**config.mk**
```make
export PLATFORM = sky130hd
export DESIGN_NAME = dump_line_formatter_core
export DESIGN_NICKNAME = d
export VERILOG_FILES = /design/src/rtl/dlf_pkg.sv /design/src/rtl/dlf_front.sv /design/src/rtl/dlf_queue.sv /design/src/rtl/dlf_back.sv /design/src/rtl/dump_line_formatter_core.sv
export SDC_FILE = /design/constraint.sdc
export NUM_CORES = 1
export LEC_CHECK = 0
export BUFFER_PORTS_ARGS = -buffer_cell sky130_fd_sc_hd__buf_4
export CORE_UTILIZATION = 25
export CTS_CLUSTER_DIAMETER = 150
export DETAILED_ROUTE_END_ITERATION = 7
export PLACE_DENSITY_LB_ADDON = 0.08
export SYNTH_ARGS = -nofsm -noshare
export SYNTH_HDL_FRONTEND = slang
export SYNTH_SLANG_ARGS = --single-unit
```
**constraint.sdc**
```tcl
create_clock -name clk -period 6.8 [get_ports clk]
set_input_delay 1.36 -clock clk [delete_from_list [all_inputs] [get_ports clk]]
set_output_delay 1.36 -clock clk [all_outputs]
set_load 0.005 [all_outputs]
```
**src/rtl/dlf_pkg.sv**
```systemverilog
// Shared types, codes and helper functions of the dump line formatter.
package dlf_pkg;

	localparam int ITEM_W = 32;
	localparam int OFS_W = 32;
	localparam int CHAR_W = 7;

	localparam logic [2:0] MODE_HEXB = 3'd0;
	localparam logic [2:0] MODE_CHAR = 3'd1;
	localparam logic [2:0] MODE_DEC = 3'd2;
	localparam logic [2:0] MODE_OCT = 3'd3;
	localparam logic [2:0] MODE_HEXW = 3'd4;

	localparam logic REG_MODE = 1'b0;
	localparam logic REG_START = 1'b1;

	localparam logic REQ_DATA = 1'b0;
	localparam logic REQ_END = 1'b1;

	localparam logic [4:0] BYTES_PER_LINE = 5'd16;
	localparam logic [4:0] WORDS_PER_LINE = 5'd4;
	localparam logic [OFS_W-1:0] BYTE_STEP = 32'd1;
	localparam logic [OFS_W-1:0] WORD_STEP = 32'd4;

	localparam logic [2:0] OFS_LAST_DIGIT = 3'd7;
	localparam logic [4:0] DEC_LAST_ITER = 5'd31;
	localparam int BCD_DIGITS = 10;
	localparam logic [3:0] DEC_LEFT_POS = 4'd10;

	localparam int QUEUE_DEPTH = 4;
	localparam int QPTR_W = $clog2(QUEUE_DEPTH);
	localparam int QCNT_W = $clog2(QUEUE_DEPTH + 1);

	localparam logic [CHAR_W-1:0] CH_SP = 7'h20;
	localparam logic [CHAR_W-1:0] CH_NL = 7'h0a;
	localparam logic [CHAR_W-1:0] CH_BSL = 7'h5c;
	localparam logic [CHAR_W-1:0] CH_MINUS = 7'h2d;
	localparam logic [CHAR_W-1:0] CH_ZERO = 7'h30;
	localparam logic [CHAR_W-1:0] CH_LA = 7'h61;
	localparam logic [CHAR_W-1:0] CH_LB = 7'h62;
	localparam logic [CHAR_W-1:0] CH_LF = 7'h66;
	localparam logic [CHAR_W-1:0] CH_LN = 7'h6e;
	localparam logic [CHAR_W-1:0] CH_LR = 7'h72;
	localparam logic [CHAR_W-1:0] CH_LT = 7'h74;
	localparam logic [7:0] PRINT_LO = 8'h20;
	localparam logic [7:0] PRINT_HI = 8'h7e;

	typedef struct packed {
		logic data;
		logic nl;
		logic hdr;
		logic [2:0] mode;
		logic [OFS_W-1:0] offset;
		logic [ITEM_W-1:0] value;
	} cmd_t;

	function automatic logic [CHAR_W-1:0] hex_char(input logic [3:0] n);
		logic [CHAR_W-1:0] c;
		if (n < 4'd10) begin
			c = CH_ZERO + {3'b000, n};
		end else begin
			c = CH_LA + {3'b000, n - 4'd10};
		end
		return c;
	endfunction

	function automatic logic [3:0] fld_len(input logic [2:0] mode);
		logic [3:0] n;
		case (mode)
			MODE_HEXB: n = 4'd3;
			MODE_CHAR: n = 4'd3;
			MODE_DEC: n = 4'd12;
			MODE_OCT: n = 4'd12;
			default: n = 4'd9;
		endcase
		return n;
	endfunction

endpackage

```
**src/rtl/dlf_front.sv**
```systemverilog
// Front part: accepts items, holds the offset and line state, builds commands.
module dlf_front (
	input  logic                    clk,
	input  logic                    arst_n,
	input  logic                    s_axis_tvalid,
	output logic                    s_axis_tready,
	input  logic [31:0]             s_axis_tdata,
	input  logic                    s_axis_tuser,
	input  logic                    cfg_we,
	input  logic                    cfg_index,
	input  logic [31:0]             cfg_data,
	output logic                    push_valid,
	input  logic                    push_ready,
	output dlf_pkg::cmd_t           push_cmd
);

	logic [2:0] mode_q;
	logic [dlf_pkg::OFS_W-1:0] start_q;
	logic [dlf_pkg::OFS_W-1:0] offset_q;
	logic [4:0] items_q;

	logic [2:0] mode_c;
	logic bytes_c;
	logic [4:0] per_line;
	logic accept;
	logic is_end;
	logic nl;
	logic hdr;

	assign mode_c = (mode_q > dlf_pkg::MODE_HEXW) ? dlf_pkg::MODE_HEXW : mode_q;
	assign bytes_c = (mode_c == dlf_pkg::MODE_HEXB) || (mode_c == dlf_pkg::MODE_CHAR);
	assign per_line = bytes_c ? dlf_pkg::BYTES_PER_LINE : dlf_pkg::WORDS_PER_LINE;
	assign is_end = (s_axis_tuser == dlf_pkg::REQ_END);

	assign s_axis_tready = push_ready;
	assign accept = s_axis_tvalid && push_ready;

	assign nl = is_end ? (items_q != 5'd0) : (items_q >= per_line);
	assign hdr = !is_end && ((items_q == 5'd0) || nl);

	assign push_valid = accept && (!is_end || nl);
	assign push_cmd.data = !is_end;
	assign push_cmd.nl = nl;
	assign push_cmd.hdr = hdr;
	assign push_cmd.mode = mode_c;
	assign push_cmd.offset = offset_q;
	assign push_cmd.value = s_axis_tdata;

	always_ff @(posedge clk or negedge arst_n) begin
		if (!arst_n) begin
			mode_q <= dlf_pkg::MODE_HEXW;
			start_q <= '0;
			offset_q <= '0;
			items_q <= '0;
		end else begin
			if (accept) begin
				if (is_end) begin
					items_q <= '0;
					offset_q <= start_q;
				end else begin
					items_q <= (nl ? 5'd0 : items_q) + 5'd1;
					offset_q <= offset_q + (bytes_c ? dlf_pkg::BYTE_STEP : dlf_pkg::WORD_STEP);
				end
			end
			if (cfg_we) begin
				if (cfg_index == dlf_pkg::REG_MODE) begin
					mode_q <= cfg_data[2:0];
				end else begin
					start_q <= cfg_data;
					offset_q <= cfg_data;
				end
			end
		end
	end

	a_items_bound: assert property (@(posedge clk) disable iff (!arst_n)
		items_q <= dlf_pkg::BYTES_PER_LINE)
		else $error("Item count on the line ran past a full line.");

endmodule

```
**src/rtl/dlf_queue.sv**
```systemverilog
// Short command queue between the front and the back part.
module dlf_queue (
	input  logic          clk,
	input  logic          arst_n,
	input  logic          push_valid,
	output logic          push_ready,
	input  dlf_pkg::cmd_t push_cmd,
	output logic          pop_valid,
	input  logic          pop_ready,
	output dlf_pkg::cmd_t pop_cmd
);

	dlf_pkg::cmd_t entries_q [dlf_pkg::QUEUE_DEPTH];
	logic [dlf_pkg::QPTR_W-1:0] wr_ptr_q;
	logic [dlf_pkg::QPTR_W-1:0] rd_ptr_q;
	logic [dlf_pkg::QCNT_W-1:0] count_q;
	logic push;
	logic pop;

	assign push_ready = (count_q != dlf_pkg::QCNT_W'(dlf_pkg::QUEUE_DEPTH));
	assign pop_valid = (count_q != '0);
	assign pop_cmd = entries_q[rd_ptr_q];
	assign push = push_valid && push_ready;
	assign pop = pop_valid && pop_ready;

	always_ff @(posedge clk) begin
		if (push) begin
			entries_q[wr_ptr_q] <= push_cmd;
		end
	end

	always_ff @(posedge clk or negedge arst_n) begin
		if (!arst_n) begin
			wr_ptr_q <= '0;
			rd_ptr_q <= '0;
			count_q <= '0;
		end else begin
			if (push) begin
				wr_ptr_q <= wr_ptr_q + 1'b1;
			end
			if (pop) begin
				rd_ptr_q <= rd_ptr_q + 1'b1;
			end
			if (push && !pop) begin
				count_q <= count_q + 1'b1;
			end else if (pop && !push) begin
				count_q <= count_q - 1'b1;
			end
		end
	end

	a_count_bound: assert property (@(posedge clk) disable iff (!arst_n)
		count_q <= dlf_pkg::QCNT_W'(dlf_pkg::QUEUE_DEPTH))
		else $error("Queue holds more commands than it has entries.");

	a_ptr_gap: assert property (@(posedge clk) disable iff (!arst_n)
		(count_q == '0) || (count_q == dlf_pkg::QCNT_W'(dlf_pkg::QUEUE_DEPTH))
		|| (wr_ptr_q != rd_ptr_q))
		else $error("Queue pointers disagree with the fill count.");

endmodule

```
**src/rtl/dlf_back.sv**
```systemverilog
// Back part: turns one command into dump characters, one per cycle while the output is ready.
module dlf_back (
	input  logic          clk,
	input  logic          arst_n,
	input  logic          cmd_valid,
	output logic          cmd_ready,
	input  dlf_pkg::cmd_t cmd,
	output logic          m_axis_tvalid,
	input  logic          m_axis_tready,
	output logic [7:0]    m_axis_tdata,
	output logic          m_axis_tlast
);

	localparam logic [2:0] ST_IDLE = 3'd0;
	localparam logic [2:0] ST_CONV = 3'd1;
	localparam logic [2:0] ST_NL = 3'd2;
	localparam logic [2:0] ST_OFS = 3'd3;
	localparam logic [2:0] ST_FLD = 3'd4;

	logic [2:0] state_q;
	dlf_pkg::cmd_t cur_q;
	logic [4:0] cnt_q;
	logic [31:0] mag_q;
	logic [4*dlf_pkg::BCD_DIGITS-1:0] bcd_q;
	logic out_valid_q;
	logic [dlf_pkg::CHAR_W-1:0] out_char_q;
	logic out_last_q;

	logic emitting;
	logic adv;
	logic [dlf_pkg::CHAR_W-1:0] ch;
	logic last;
	logic [3:0] len;
	logic [3:0] fcnt;
	logic [2:0] first_state;
	logic [4*dlf_pkg::BCD_DIGITS-1:0] bcd_adj;
	logic [3:0] ndig;
	logic [35:0] wv;
	logic [43:0] bcd_pad;
	logic [3:0] hex_i;
	logic [3:0] oct_i;
	logic [3:0] dec_p;
	logic [2:0] ofs_i;
	logic [7:0] b;
	logic [dlf_pkg::CHAR_W-1:0] esc;
	logic is_esc;
	logic [dlf_pkg::CHAR_W-1:0] fch;

	assign emitting = (state_q == ST_NL) || (state_q == ST_OFS) || (state_q == ST_FLD);
	assign adv = !out_valid_q || m_axis_tready;
	assign cmd_ready = (state_q == ST_IDLE);
	assign len = dlf_pkg::fld_len(cur_q.mode);
	assign fcnt = cnt_q[3:0];
	assign wv = {4'b0000, cur_q.value};
	assign bcd_pad = {4'b0000, bcd_q};
	assign hex_i = 4'd8 - fcnt;
	assign oct_i = 4'd11 - fcnt;
	assign dec_p = dlf_pkg::DEC_LEFT_POS - (fcnt - 4'd1);
	assign ofs_i = dlf_pkg::OFS_LAST_DIGIT - cnt_q[2:0];
	assign b = cur_q.value[7:0];

	always_comb begin
		for (int i = 0; i < dlf_pkg::BCD_DIGITS; i++) begin
			bcd_adj[4*i +: 4] = (bcd_q[4*i +: 4] >= 4'd5) ? bcd_q[4*i +: 4] + 4'd3
				: bcd_q[4*i +: 4];
		end
	end

	always_comb begin
		ndig = 4'd1;
		for (int i = 1; i < dlf_pkg::BCD_DIGITS; i++) begin
			if (bcd_q[4*i +: 4] != 4'd0) begin
				ndig = 4'(i + 1);
			end
		end
	end

	always_comb begin
		is_esc = 1'b1;
		case (b)
			8'h00: esc = dlf_pkg::CH_ZERO;
			8'h08: esc = dlf_pkg::CH_LB;
			8'h0c: esc = dlf_pkg::CH_LF;
			8'h0a: esc = dlf_pkg::CH_LN;
			8'h0d: esc = dlf_pkg::CH_LR;
			8'h09: esc = dlf_pkg::CH_LT;
			default: begin
				esc = dlf_pkg::CH_SP;
				is_esc = 1'b0;
			end
		endcase
	end

	always_comb begin
		fch = dlf_pkg::CH_SP;
		if (fcnt != 4'd0) begin
			case (cur_q.mode)
				dlf_pkg::MODE_HEXB: begin
					fch = dlf_pkg::hex_char((fcnt == 4'd1) ? b[7:4] : b[3:0]);
				end
				dlf_pkg::MODE_CHAR: begin
					if (b inside {[dlf_pkg::PRINT_LO:dlf_pkg::PRINT_HI]}) begin
						fch = (fcnt == 4'd1) ? b[6:0] : dlf_pkg::CH_SP;
					end else if (is_esc) begin
						fch = (fcnt == 4'd1) ? dlf_pkg::CH_BSL : esc;
					end else begin
						fch = dlf_pkg::hex_char((fcnt == 4'd1) ? b[7:4] : b[3:0]);
					end
				end
				dlf_pkg::MODE_DEC: begin
					if (dec_p < ndig) begin
						fch = dlf_pkg::CH_ZERO + {3'b000, bcd_pad[4*dec_p +: 4]};
					end else if ((dec_p == ndig) && cur_q.value[31]) begin
						fch = dlf_pkg::CH_MINUS;
					end else begin
						fch = dlf_pkg::CH_SP;
					end
				end
				dlf_pkg::MODE_OCT: begin
					fch = dlf_pkg::CH_ZERO + {4'b0000, wv[3*oct_i +: 3]};
				end
				default: begin
					fch = dlf_pkg::hex_char(wv[4*hex_i +: 4]);
				end
			endcase
		end
	end

	always_comb begin
		case (state_q)
			ST_NL: begin
				ch = dlf_pkg::CH_NL;
				last = !cur_q.data;
			end
			ST_OFS: begin
				ch = dlf_pkg::hex_char(cur_q.offset[4*ofs_i +: 4]);
				last = 1'b0;
			end
			default: begin
				ch = fch;
				last = (fcnt == len - 4'd1);
			end
		endcase
	end

	always_comb begin
		if (cmd.nl) begin
			first_state = ST_NL;
		end else if (cmd.hdr) begin
			first_state = ST_OFS;
		end else begin
			first_state = ST_FLD;
		end
	end

	always_ff @(posedge clk) begin
		if (state_q == ST_IDLE && cmd_valid) begin
			cur_q <= cmd;
			mag_q <= cmd.value[31] ? 32'(~cmd.value + 32'd1) : cmd.value;
			bcd_q <= '0;
		end else if (state_q == ST_CONV) begin
			{bcd_q, mag_q} <= {bcd_adj[4*dlf_pkg::BCD_DIGITS-2:0], mag_q, 1'b0};
		end
		if (emitting && adv) begin
			out_char_q <= ch;
			out_last_q <= last;
		end
	end

	always_ff @(posedge clk or negedge arst_n) begin
		if (!arst_n) begin
			state_q <= ST_IDLE;
			cnt_q <= '0;
			out_valid_q <= 1'b0;
		end else begin
			if (emitting && adv) begin
				out_valid_q <= 1'b1;
			end else if (m_axis_tready) begin
				out_valid_q <= 1'b0;
			end
			case (state_q)
				ST_IDLE: begin
					cnt_q <= '0;
					if (cmd_valid) begin
						if (cmd.data && cmd.mode == dlf_pkg::MODE_DEC) begin
							state_q <= ST_CONV;
						end else begin
							state_q <= first_state;
						end
					end
				end
				ST_CONV: begin
					if (cnt_q == dlf_pkg::DEC_LAST_ITER) begin
						cnt_q <= '0;
						state_q <= cur_q.nl ? ST_NL : (cur_q.hdr ? ST_OFS : ST_FLD);
					end else begin
						cnt_q <= cnt_q + 5'd1;
					end
				end
				ST_NL: begin
					if (adv) begin
						state_q <= !cur_q.data ? ST_IDLE : ST_OFS;
					end
				end
				ST_OFS: begin
					if (adv) begin
						if (cnt_q[2:0] == dlf_pkg::OFS_LAST_DIGIT) begin
							cnt_q <= '0;
							state_q <= ST_FLD;
						end else begin
							cnt_q <= cnt_q + 5'd1;
						end
					end
				end
				ST_FLD: begin
					if (adv) begin
						if (last) begin
							cnt_q <= '0;
							state_q <= ST_IDLE;
						end else begin
							cnt_q <= cnt_q + 5'd1;
						end
					end
				end
				default: begin
					state_q <= ST_IDLE;
				end
			endcase
		end
	end

	assign m_axis_tvalid = out_valid_q;
	assign m_axis_tdata = {1'b0, out_char_q};
	assign m_axis_tlast = out_last_q;

	a_fld_bound: assert property (@(posedge clk) disable iff (!arst_n)
		(state_q == ST_FLD) |-> (fcnt < len))
		else $error("Field position ran past the field width.");

	a_last_ends: assert property (@(posedge clk) disable iff (!arst_n)
		(emitting && adv && last) |=> (state_q == ST_IDLE))
		else $error("A final character did not end the command.");

endmodule

```
**src/rtl/dump_line_formatter_core.sv**
```systemverilog
// Top level of the dump line formatter.
// The block emits one ASCII character per cycle at most. A byte item yields three characters, a
// hex word nine, an octal or decimal word twelve, plus a newline before a new line and eight
// offset digits at its start. The back part takes each command from the queue in its idle
// state, and a decimal word first goes through bit-serial binary-to-BCD conversion of all 32
// bits before its characters. The four-entry command queue lets the input side run ahead
// of the character output. There is no clearing pass after reset.
module dump_line_formatter_core (
	input  logic        clk,
	input  logic        arst_n,
	input  logic        s_axis_tvalid,
	output logic        s_axis_tready,
	input  logic [31:0] s_axis_tdata,   // item_value[31:0]
	input  logic        s_axis_tuser,   // req_type
	output logic        m_axis_tvalid,
	input  logic        m_axis_tready,
	output logic [7:0]  m_axis_tdata,   // text_char[6:0], zero
	output logic        m_axis_tlast,
	input  logic        cfg_we,
	input  logic        cfg_index,
	input  logic [31:0] cfg_data
);

	logic push_valid;
	logic push_ready;
	dlf_pkg::cmd_t push_cmd;
	logic pop_valid;
	logic pop_ready;
	dlf_pkg::cmd_t pop_cmd;

	dlf_front u_front (
		.clk           (clk),
		.arst_n        (arst_n),
		.s_axis_tvalid (s_axis_tvalid),
		.s_axis_tready (s_axis_tready),
		.s_axis_tdata  (s_axis_tdata),
		.s_axis_tuser  (s_axis_tuser),
		.cfg_we        (cfg_we),
		.cfg_index     (cfg_index),
		.cfg_data      (cfg_data),
		.push_valid    (push_valid),
		.push_ready    (push_ready),
		.push_cmd      (push_cmd)
	);

	dlf_queue u_queue (
		.clk        (clk),
		.arst_n     (arst_n),
		.push_valid (push_valid),
		.push_ready (push_ready),
		.push_cmd   (push_cmd),
		.pop_valid  (pop_valid),
		.pop_ready  (pop_ready),
		.pop_cmd    (pop_cmd)
	);

	dlf_back u_back (
		.clk           (clk),
		.arst_n        (arst_n),
		.cmd_valid     (pop_valid),
		.cmd_ready     (pop_ready),
		.cmd           (pop_cmd),
		.m_axis_tvalid (m_axis_tvalid),
		.m_axis_tready (m_axis_tready),
		.m_axis_tdata  (m_axis_tdata),
		.m_axis_tlast  (m_axis_tlast)
	);

endmodule
```
-- After elaboration in Yosys (flattened, before gate mapping)
Memories as Yosys holds them, arrays and structs flattened.
Index checks and enable logic that the tools add are counted.
- register bits: 238
- memory bits (writable): 280
- input port bits: 71
- output and inout bits: 11
- word-level logic and storage cells: 233
- memories: 1
- $add $sub $neg: 35
- multiply operators: 1
- magnitude comparators: 18
- equal/unequal tests: 27
- shifts and indexed selects: 4
- multiplexer cells: 75
- bitwise gates (word level): 2
- reduce and logical (&&, ||, !) cells: 50
- memory list (memory ; words ; width ; read ports ; clocked after memory_dff ; wr ports ; line ; text):
    u_queue.entries_q ; 4 ; 70 ; 1 ; 0 ; 1 ; dlf_queue.sv:13 ; dlf_pkg::cmd_t entries_q [dlf_pkg::QUEUE_DEPTH];
- operators by type and width (kind ; number):
    $mux 32 ; 7
    $mux 3 ; 21
    $mux 7 ; 9
    $mux 4 ; 14
    $reduce_bool 4->1 ; 11
    $shiftx 44x7->4 ; 1
    $pmux 7 s6 ; 1
    $eq 8x4->1 const B ; 5
    $ge 4x3->1 const B ; 10
    $mux 5 ; 8
    $add 4x2->4 const B ; 9
    $shiftx 36x7->3 ; 1
    $shiftx 36x7->4 ; 1
    $add 32x1->32 const B ; 1
    $add 32x32->32 ; 1
    $not 32->32 ; 1
    $shiftx 32x6->4 ; 1
    $add 6x4->7 const A ; 4
    $pmux 7 s4 ; 1
    $add 6x5->7 const A ; 3
    $pmux 5 s4 ; 1
    $eq 3x2->1 const B ; 5
    $pmux 3 s5 ; 1
    $pmux 7 s2 ; 1
    other kinds (44) ; 94

-- Longest topological paths before layout
Gate-level depths: netlist (run 1).
- depth after elaboration: 17
- depth in mapped cells: 15
- depth with buffers taken out: 15

-- Cells and area by module
A second synthesis (run 1) with hierarchy kept.
- cells, all modules: 1901
- area, all modules: 24877.6 µm²
- by module, submodules not included (module ; times used ; cells an instance ; area each (µm²) ; sequential area each (µm²)):
    dlf_queue ; 1 ; 401 ; 10588.9 ; 8583.2
    dlf_back ; 1 ; 956 ; 9798.1 ; 4329.2
    dlf_front ; 1 ; 544 ; 4490.6 ; 1803.0

-- Worst setup path after synthesis (run 1)
No wires, ideal clock.
- kind: input port to flip-flop
- start: input port s_axis_tvalid
- end: memory u_queue.entries_q[0][0] in the netlist's numbering, enable pin
- setup time: 0.436 ns
- data arrival time: 3.690 ns
- required time: 6.364 ns
- path slack: 2.674 ns
- stages on the path: 4
- path buffers: 1
- path through: nand2_1 clkbuf_1 a21oi_1 and2_1
- longest elaborated chain between the ends: 5
- ends and longest elaborated chain (element ; line ; text):
    from (decl) ; dump_line_formatter_core.sv:11 ; input logic s_axis_tvalid,
    $logic_and 1x1->1 ; dlf_front.sv:36 ; assign accept = s_axis_tvalid && push_ready;
    $logic_and 1x1->1 ; dlf_front.sv:41 ; assign push_valid = accept && (!is_end || nl);
    $logic_and 1x1->1 ; dlf_queue.sv:23 ; assign push = push_valid && push_ready;
    net u_queue.push ; dlf_queue.sv:17 ; logic push;
    $mux 1 ; dlf_queue.sv:27 ; if (push) begin
    $mux 1 (not written as such) ; dlf_queue.sv:28 ; entries_q[wr_ptr_q] <= push_cmd;
    to (decl) ; dlf_queue.sv:13 ;
The timed path passes the listed nets, and every way through them passes these cells.

==> results.yml, run 1 <==
clock_tree:
  cts_buffers: 66
  htreeDepth: 3
  cts-root-buf: "clkbuf_16"
  clock_latency_ps: 620
  clkSlewWorstSetupHoldPaths_ps: 60
  cts_resized: 0
  cts_buffer_depth: 3
  cts_tree: "yes"
  cts.sink_count: 518
  postCtsSetupBuffers: 0
  cts-hold-fix-buffers: 0
synthesis:
  yosys_warnings: 0
  synth-edff-count: 390
  async_flop_share_pct: 17.0
  synth_seq_cells: 518
  ys.flop_type: "edfxtp_1"
  syn_avg_cell_area_sq_um: 13.1
  synth_area_leaders: "edfxtp_1 (49%), dfrtp_1 (9.0%), mux4_2 (8.5%)"
  syn_area_sq_mm: 0.0241
  yosys.area.top_type_share_pct: 48.6
  synth_cells: 1838
  syn_nets: 1962
  yosysTopAreaCell: "edfxtp_1"
  ys_types: 86
  synth_seq_area_share_pct: 61.1
floorplan:
  rows: 113
  num_io_pins: 82
  dieArea_sq_mm: 0.0976
  die_y_um: 312
  start_util_pct: 25.3
  die_w_um: 312
  core_sq_mm: 0.0953
job:
  max-cap-violations: 0
placement:
  dp_hpwl_um: 44400
  port_buffers: 80
  finalWeightedCongestion: 0.798
  place_ws_ps: 2620
sta:
  layout_setup_ws_ps: 3000
  finalClockSkew_ps: 31.2
  period_needed_ps: 3800
  relSlewSlack_pct: 23.8
  period_share_pct: 55.9
  finalHoldViolations: 0
  maxSlewViolCount: 0
  max_freq_ghz: 0.263
  tightest_slew_ps: 1130
  fin_tns_setup_ps: 0
  rsz0062_at_grt: "no"
  finalSetupViolCount: 0
critical_path:
  reg2reg_from: "u_queue.rd_ptr_q[0]$_DFFE_PN0P_"
  cp.required_ps: 7160
  r2r_cells: 7
  endpoint: "u_back.mag_q[24]$_DFFE_PP_"
  worstSetupStartpoint: "u_queue.rd_ptr_q[0]$_DFFE_PN0P_"
  end_kind: "register"
  worst-r2r-setup-slack_ps: 3000
  worst_setup_path_start_kind: "register"
  r2r-end: "u_back.mag_q[24]$_DFFE_PP_"
  arrival_ps: 4160
  cp_max_fo: 34
  critPathKind: "reg -> reg"
final_layout:
  drive_above_1_share_pct: 17.5
  diodes: 0
  nNetsFinal: 2038
  ff_latch_area_sq_mm: 0.0147
  utilization_pct: 29.6
  nFillCells: 9674
  final_common_cell: "edfxtp_1"
  area_delta_synth_final_pct: 17.2
  multi_input_area_sq_mm: 0.00877
  mostFrequentLayoutCells: "edfxtp_1 (390), nand2_1 (206), o21ai_0 (134), buf_4 (102), nor2_1 (96)"
grt:
  grt_pass1_wl_um: 103000
  grt_usage_pct: 13.9
  antenna_found_initial: 1
  grt_max_degree: 68
  grt_pass1_vias: 15700
  grt_overflow_total: 0
pwr:
  p_sw_share_pct: 36.0
  power_density_mw_per_mm2: 456
  p_leak_nw: 9.87
  p_comb_share_pct: 32.3
  switchingPower_mw: 4.64
  clockPowerShare_pct: 27.2
  internal-power_mw: 8.24
  p_total_mw: 12.9
  irDropWorstVdd_mv: 0.195
  power_frac_seq_pct: 40.6
outcome:
  status: "finished clean"
routing:
  via_per_inst: 4.73
  wl_um: 67700
  wl_per_cell_um: 21.0
  ant_nets: 0
  firstDrtPassIters: 5
  drtIter0Drc: 962
  vias: 15300
  drc_errors: 0
hold_path:
  min_path_type: "reg -> reg"
-- synth_stat cells (10+ instances only) --
library cell,count
nor4_1,10
o21ai_0,134
dfxtp_1,40
ha_1,52
o31ai_1,14
nor3_1,17
nand3_1,74
nor2_1,97
edfxtp_1,390
nand4_1,10
nand2_1,206
mux2_2,25
o211ai_1,10
or3_1,17
clkbuf_1,71
a31oi_1,23
nor3b_1,12
mux4_2,91
mux2i_1,31
inv_1,60
xor2_1,31
xnor2_1,29
nor2b_1,15
dfrtp_1,87
nand2b_1,18
and2_1,11
a21oi_1,86
-- cells by family after synthesis --
group / share of synthesized area [%]
DFF: 61.1
muxes: 11.5
and+or+nand+nor: 10.6
AOI/OAI and AO/OA: 9.20
adders and majority gates: 2.78
other: 0.0156
buffers and inverters: 2.62
xor gates and xnor gates: 2.18
-- area by class of cell --
cell class	count	area share [%]
repair buffers	102	2.71
clock inverters	36	1.45
well taps	1265	5.61
flip-flops and latches	518	52.2
inverters	63	0.846
multi-input cells	1163	31.1
clock buffers	82	6.17
-- power by group through the flow --
stage	clock network, mW	logic [mW]	registers [mW]
after floorplan	0	3.08	4.89
after global placement	0	4.24	5.30
after detailed placement	0	4.25	5.31
after CTS	3.63	4.26	5.25
after global routing	3.74	4.61	5.34
final	3.50	4.15	5.22
-- worst min-delay path by stage --
stage                               startpoint                         endpoint  slack (ps)  cells past startpoint
2_1_floorplan       u_back.mag_q[31]$_DFFE_PP_     u_back.bcd_q[0]$_SDFFE_PP0P_         420                      2
3_3_place_gp   u_front.start_q[28]$_DFFE_PN0P_  u_front.start_q[28]$_DFFE_PN0P_         450                      2
3_5_place_dp   u_front.start_q[13]$_DFFE_PN0P_  u_front.start_q[13]$_DFFE_PN0P_         460                      2
4_1_cts        u_front.start_q[28]$_DFFE_PN0P_  u_front.start_q[28]$_DFFE_PN0P_         470                      2
5_1_grt        u_front.start_q[10]$_DFFE_PN0P_  u_front.start_q[10]$_DFFE_PN0P_         490                      2
6_report       u_front.start_q[14]$_DFFE_PN0P_  u_front.start_q[14]$_DFFE_PN0P_         470                      2
-- metrics by stage --
step                      instances  hold WS, ps  instance area, sq um
after floorplan                1838          418                 24100
after global placement         3111          452                 26100
after detailed placement       3111          460                 26100
after CTS                      3229          474                 28200
after global routing           3229          490                 28200
final                          3229          469                 28200
-- registers in the layout, indices dropped and copies added (netlist names), 2 cells and up --
| register | count |
|---|---|
| u_back.mag_q | 32 |
| u_queue.wr_ptr_q | 2 |
| u_back.bcd_q | 40 |
| u_back.cnt_q | 5 |
| u_back.cur_q | 62 |
| u_front.items_q | 5 |
| u_queue.rd_ptr_q | 2 |
| u_queue.entries_q | 280 |
| u_back.out_char_q | 7 |
| u_back.state_q | 3 |
| u_queue.count_q | 3 |
| u_front.start_q | 32 |
| u_back.b | 8 |
| u_front.offset_q | 32 |
| u_front.mode_q | 3 |
-- layer usage --
metal / vias up / GRT usage [%] / wire length [um]
met1: 7766 / 19.6 / 32600
met3: 94 / 2.27 / 2290
li1: 7132 / - / -
met4: 0 / 3.60 / 1350
met2: 283 / 22.2 / 31500
met5: - / 0 / 0
-- critical path, cell delays in order (launching register included) --
cell and delay (ps):
dfrtp_4 860, mux4_1 770, or3_1 440, a2111o_1 470, nand3b_1 370, o31ai_2 340
xor2_1 180, o21ai_1 70
Power figures use the tool's default switching activity.
==> run 2, diff against run 1 <==
--- a/config.mk
+++ b/config.mk
@@ -5,6 +5,7 @@
 export SDC_FILE = /design/constraint.sdc
 export NUM_CORES = 1
 export LEC_CHECK = 0
+export ABC_AREA = 1
 export BUFFER_PORTS_ARGS = -buffer_cell sky130_fd_sc_hd__buf_4
 export CORE_UTILIZATION = 25
 export CTS_CLUSTER_DIAMETER = 150
==> constraint.sdc (replaced) <==
create_clock -name clk -period 3.9 [get_ports clk]
set_input_delay 0.78 -clock clk [delete_from_list [all_inputs] [get_ports clk]]
set_output_delay 0.78 -clock clk [all_outputs]
set_load 0.005 [all_outputs]
==> results.yml, run 2 <==
outcome:
  status: "finished clean"
synthesis:
  async_flop_share_pct: 17.0
  synth_area_leaders: "edfxtp_1 (46%), nand2_1 (11%), dfrtp_1 (8.6%)"
  yosysTopAreaCell: "edfxtp_1"
  synth.area.mux_share_pct: 0.0886
  synth-xor-area-share_pct: 1.62
  synth-edff-count: 390
  ys_top_cells_by_count: "nand2_1 (746), edfxtp_1 (390), o21ai_0 (259), nor2_1 (246), inv_1 (236)"
  yosys_warnings: 0
  yosys.cell_count.top_type: "nand2_1"
  synthAdderAreaFrac_pct: 2.64
  syn_area_sq_mm: 0.0254
  syn_nets: 2889
  synth_seq_cells: 518
  synth_cells: 2765
  ys_types: 62
  synth_top_family_by_area: "simple AND/OR/NAND/NOR gates"
  syn_avg_cell_area_sq_um: 9.19
  ys.flop_type: "edfxtp_1"
  synth_seq_area_share_pct: 57.9
  yosys.area.top_type_share_pct: 46.1
  synthSimpleGateAreaFrac_pct: 21.6
  synth-compound-area-share_pct: 10.1
floorplan:
  core_sq_mm: 0.100
  die_w_um: 321
  num_io_pins: 82
  dieArea_sq_mm: 0.103
  die_y_um: 321
  start_util_pct: 25.3
  rows: 116
critical_path:
  crit_cells: 13
  slowest_delay_ps: 470
  critPathKind: "reg -> reg"
  arrival_ps: 3340
  worstSetupStartpoint: "u_back.cnt_q[0]$_DFFE_PN0P_"
  path_delay_family: "buffers and inverters"
  end_kind: "register"
  crit_path_cell_trace: "inv_2, buf_4, o21ai_0, nand2_1, inv_1, o21ai_0, inv_1, ha_1, or2_2, nand3_1, o21ai_0, nand2_1, nand2_1"
  r2r-end: "u_back.out_char_q[2]$_DFFE_PP_"
  r2r_cells: 13
  cp_max_fo: 56
  worst-r2r-setup-slack_ps: 920
  reg2reg_from: "u_back.cnt_q[0]$_DFFE_PN0P_"
  critical_path_buf_inv_count: 4
  worst_setup_path_start_kind: "register"
  cp_slowest_cell: "buf_4"
  cp.required_ps: 4260
  endpoint: "u_back.out_char_q[2]$_DFFE_PP_"
clock_tree:
  clock_latency_ps: 630
  clkSlewWorstSetupHoldPaths_ps: 60
  cts_tree: "yes"
  cts_buffer_depth: 3
  htreeDepth: 3
  cts-hold-fix-buffers: 0
  cts_resized: 0
  cts_buffers: 67
  cts.sink_count: 518
  postCtsSetupBuffers: 0
  cts-root-buf: "clkbuf_16"
sta:
  finalHoldViolations: 0
  period_share_pct: 76.4
  finalClockSkew_ps: 31.4
  tightest_slew_ps: 873
  fin_tns_setup_ps: 0
  hold_ws_ps: 201
  maxSlewViolCount: 0
  period_needed_ps: 2980
  max_freq_ghz: 0.336
  relSlewSlack_pct: 41.8
  rsz0062_at_grt: "no"
  finalSetupViolCount: 0
placement:
  finalWeightedCongestion: 0.818
  port_buffers: 80
  place_area_sq_mm: 0.0275
  dp_hpwl_um: 51400
grt:
  grt_usage_pct: 14.7
  grt_pass1_wl_um: 116000
  grt_max_degree: 89
  grt_overflow_total: 0
  antenna_found_initial: 2
  grt_pass1_vias: 18700
final_layout:
  regMostFlops: "u_queue.entries_q"
  final_common_cell: "nand2_1"
  design_area_sq_mm: 0.0296
  ff_latch_area_sq_mm: 0.0147
  drive_above_1_share_pct: 9.95
  top_regs: "u_queue.entries_q (280), u_back.cur_q (62), u_back.bcd_q (40)"
  nFillCells: 10700
  mostFrequentLayoutCells: "nand2_1 (746), edfxtp_1 (390), o21ai_0 (259), nor2_1 (242), inv_1 (234)"
  nNetsFinal: 2959
  area_delta_synth_final_pct: 16.6
  utilization_pct: 29.5
  largest_reg_flops: 280
  multi_input_area_sq_mm: 0.00919
  diodes: 0
routing:
  wl_um: 76200
  firstDrtPassIters: 5
  wl_per_cell_um: 18.0
  drtIter0Drc: 1222
  vias: 19100
  ant_nets: 0
  drc_errors: 0
  via_per_inst: 4.50
pwr:
  power_density_mw_per_mm2: 819
  power_frac_seq_pct: 36.8
  p_comb_share_pct: 38.7
  irDropWorstVdd_mv: 0.308
  p_leak_nw: 11.8
  p_sw_share_pct: 41.8
  clockPowerShare_pct: 24.5
  internal-power_mw: 14.1
  switchingPower_mw: 10.1
job:
  max-cap-violations: 0
hold_path:
  min_path_type: "in -> async"
-- run 2: changes by cell type after synthesis, moves of 23 or more --
cell	before	now
nand2_1	206	746
inv_1	60	236
mux2_2	25	2
nand3_1	74	216
o21ai_0	134	259
xnor2_1	29	6
buf_2	9	40
o22ai_1	9	45
nor2_1	97	246
mux4_2	91	0
mux2i_1	31	0
-- run 2: logic make-up after synthesis --
kind of cell / Yosys count
flip-flops: 518
adder cells (fa/ha/maj): 53
other: 1
XOR/XNOR: 47
AND/OR/NAND/NOR: 1312
multiplexers: 2
AO/OA/AOI/OAI: 464
buffers and inverters: 368
-- run 2: cell type report --
cell class / instances / share of cell area [%]
timing repair buffer: 119 / 3.27
multi-input combinational: 1879 / 31.0
inverter: 250 / 3.18
clock inverter: 26 / 0.874
clock buffer: 93 / 6.23
sequential: 518 / 49.7
tap: 1357 / 5.73
-- run 2: worst min-delay path by stage --
| stage | end | slack, ps |
|---|---|---|
| 4_1_cts | u_front.offset_q[31]$_DFF_PN0_ | 190 |
| 3_3_place_gp | u_front.start_q[12]$_DFFE_PN0P_ | 460 |
| 2_1_floorplan | u_back.bcd_q[0]$_SDFFE_PP0P_ | 440 |
| 5_1_grt | u_front.offset_q[31]$_DFF_PN0_ | 220 |
| 6_report | u_front.start_q[31]$_DFFE_PN0P_ | 200 |
| 3_5_place_dp | u_front.start_q[12]$_DFFE_PN0P_ | 460 |
-- run 2: power groups by stage --
stage	registers, mW	logic (mW)	clock network, mW
global placement	9.04	9.58	0
finish	8.93	9.38	5.95
global route	9.10	10.6	6.36
CTS	8.97	9.61	6.20
floorplan	8.69	6.52	0
detailed placement	9.07	9.58	0
-- run 2: routing by layer --
metal | up-vias | GRT usage, % | wire (um)
met3 | 97 | 2.18 | 2290
met2 | 306 | 22.5 | 33300
li1 | 9477 | - | -
met1 | 9190 | 21.6 | 38900
met4 | 0 | 3.78 | 1620
met5 | - | 0 | 0
-- run 2: per-stage QoR --
| stage | total power [mW] | worst slack [ps] | cells |
|---|---|---|---|
| 2_1_floorplan | 15.2 | -973 | 2765 |
| 3_3_place_gp | 18.6 | 885 | 4123 |
| 3_5_place_dp | 18.6 | 852 | 4123 |
| 4_1_cts | 24.8 | 861 | 4242 |
| 5_1_grt | 26.1 | 618 | 4242 |
| 6_report | 24.3 | 921 | 4242 |
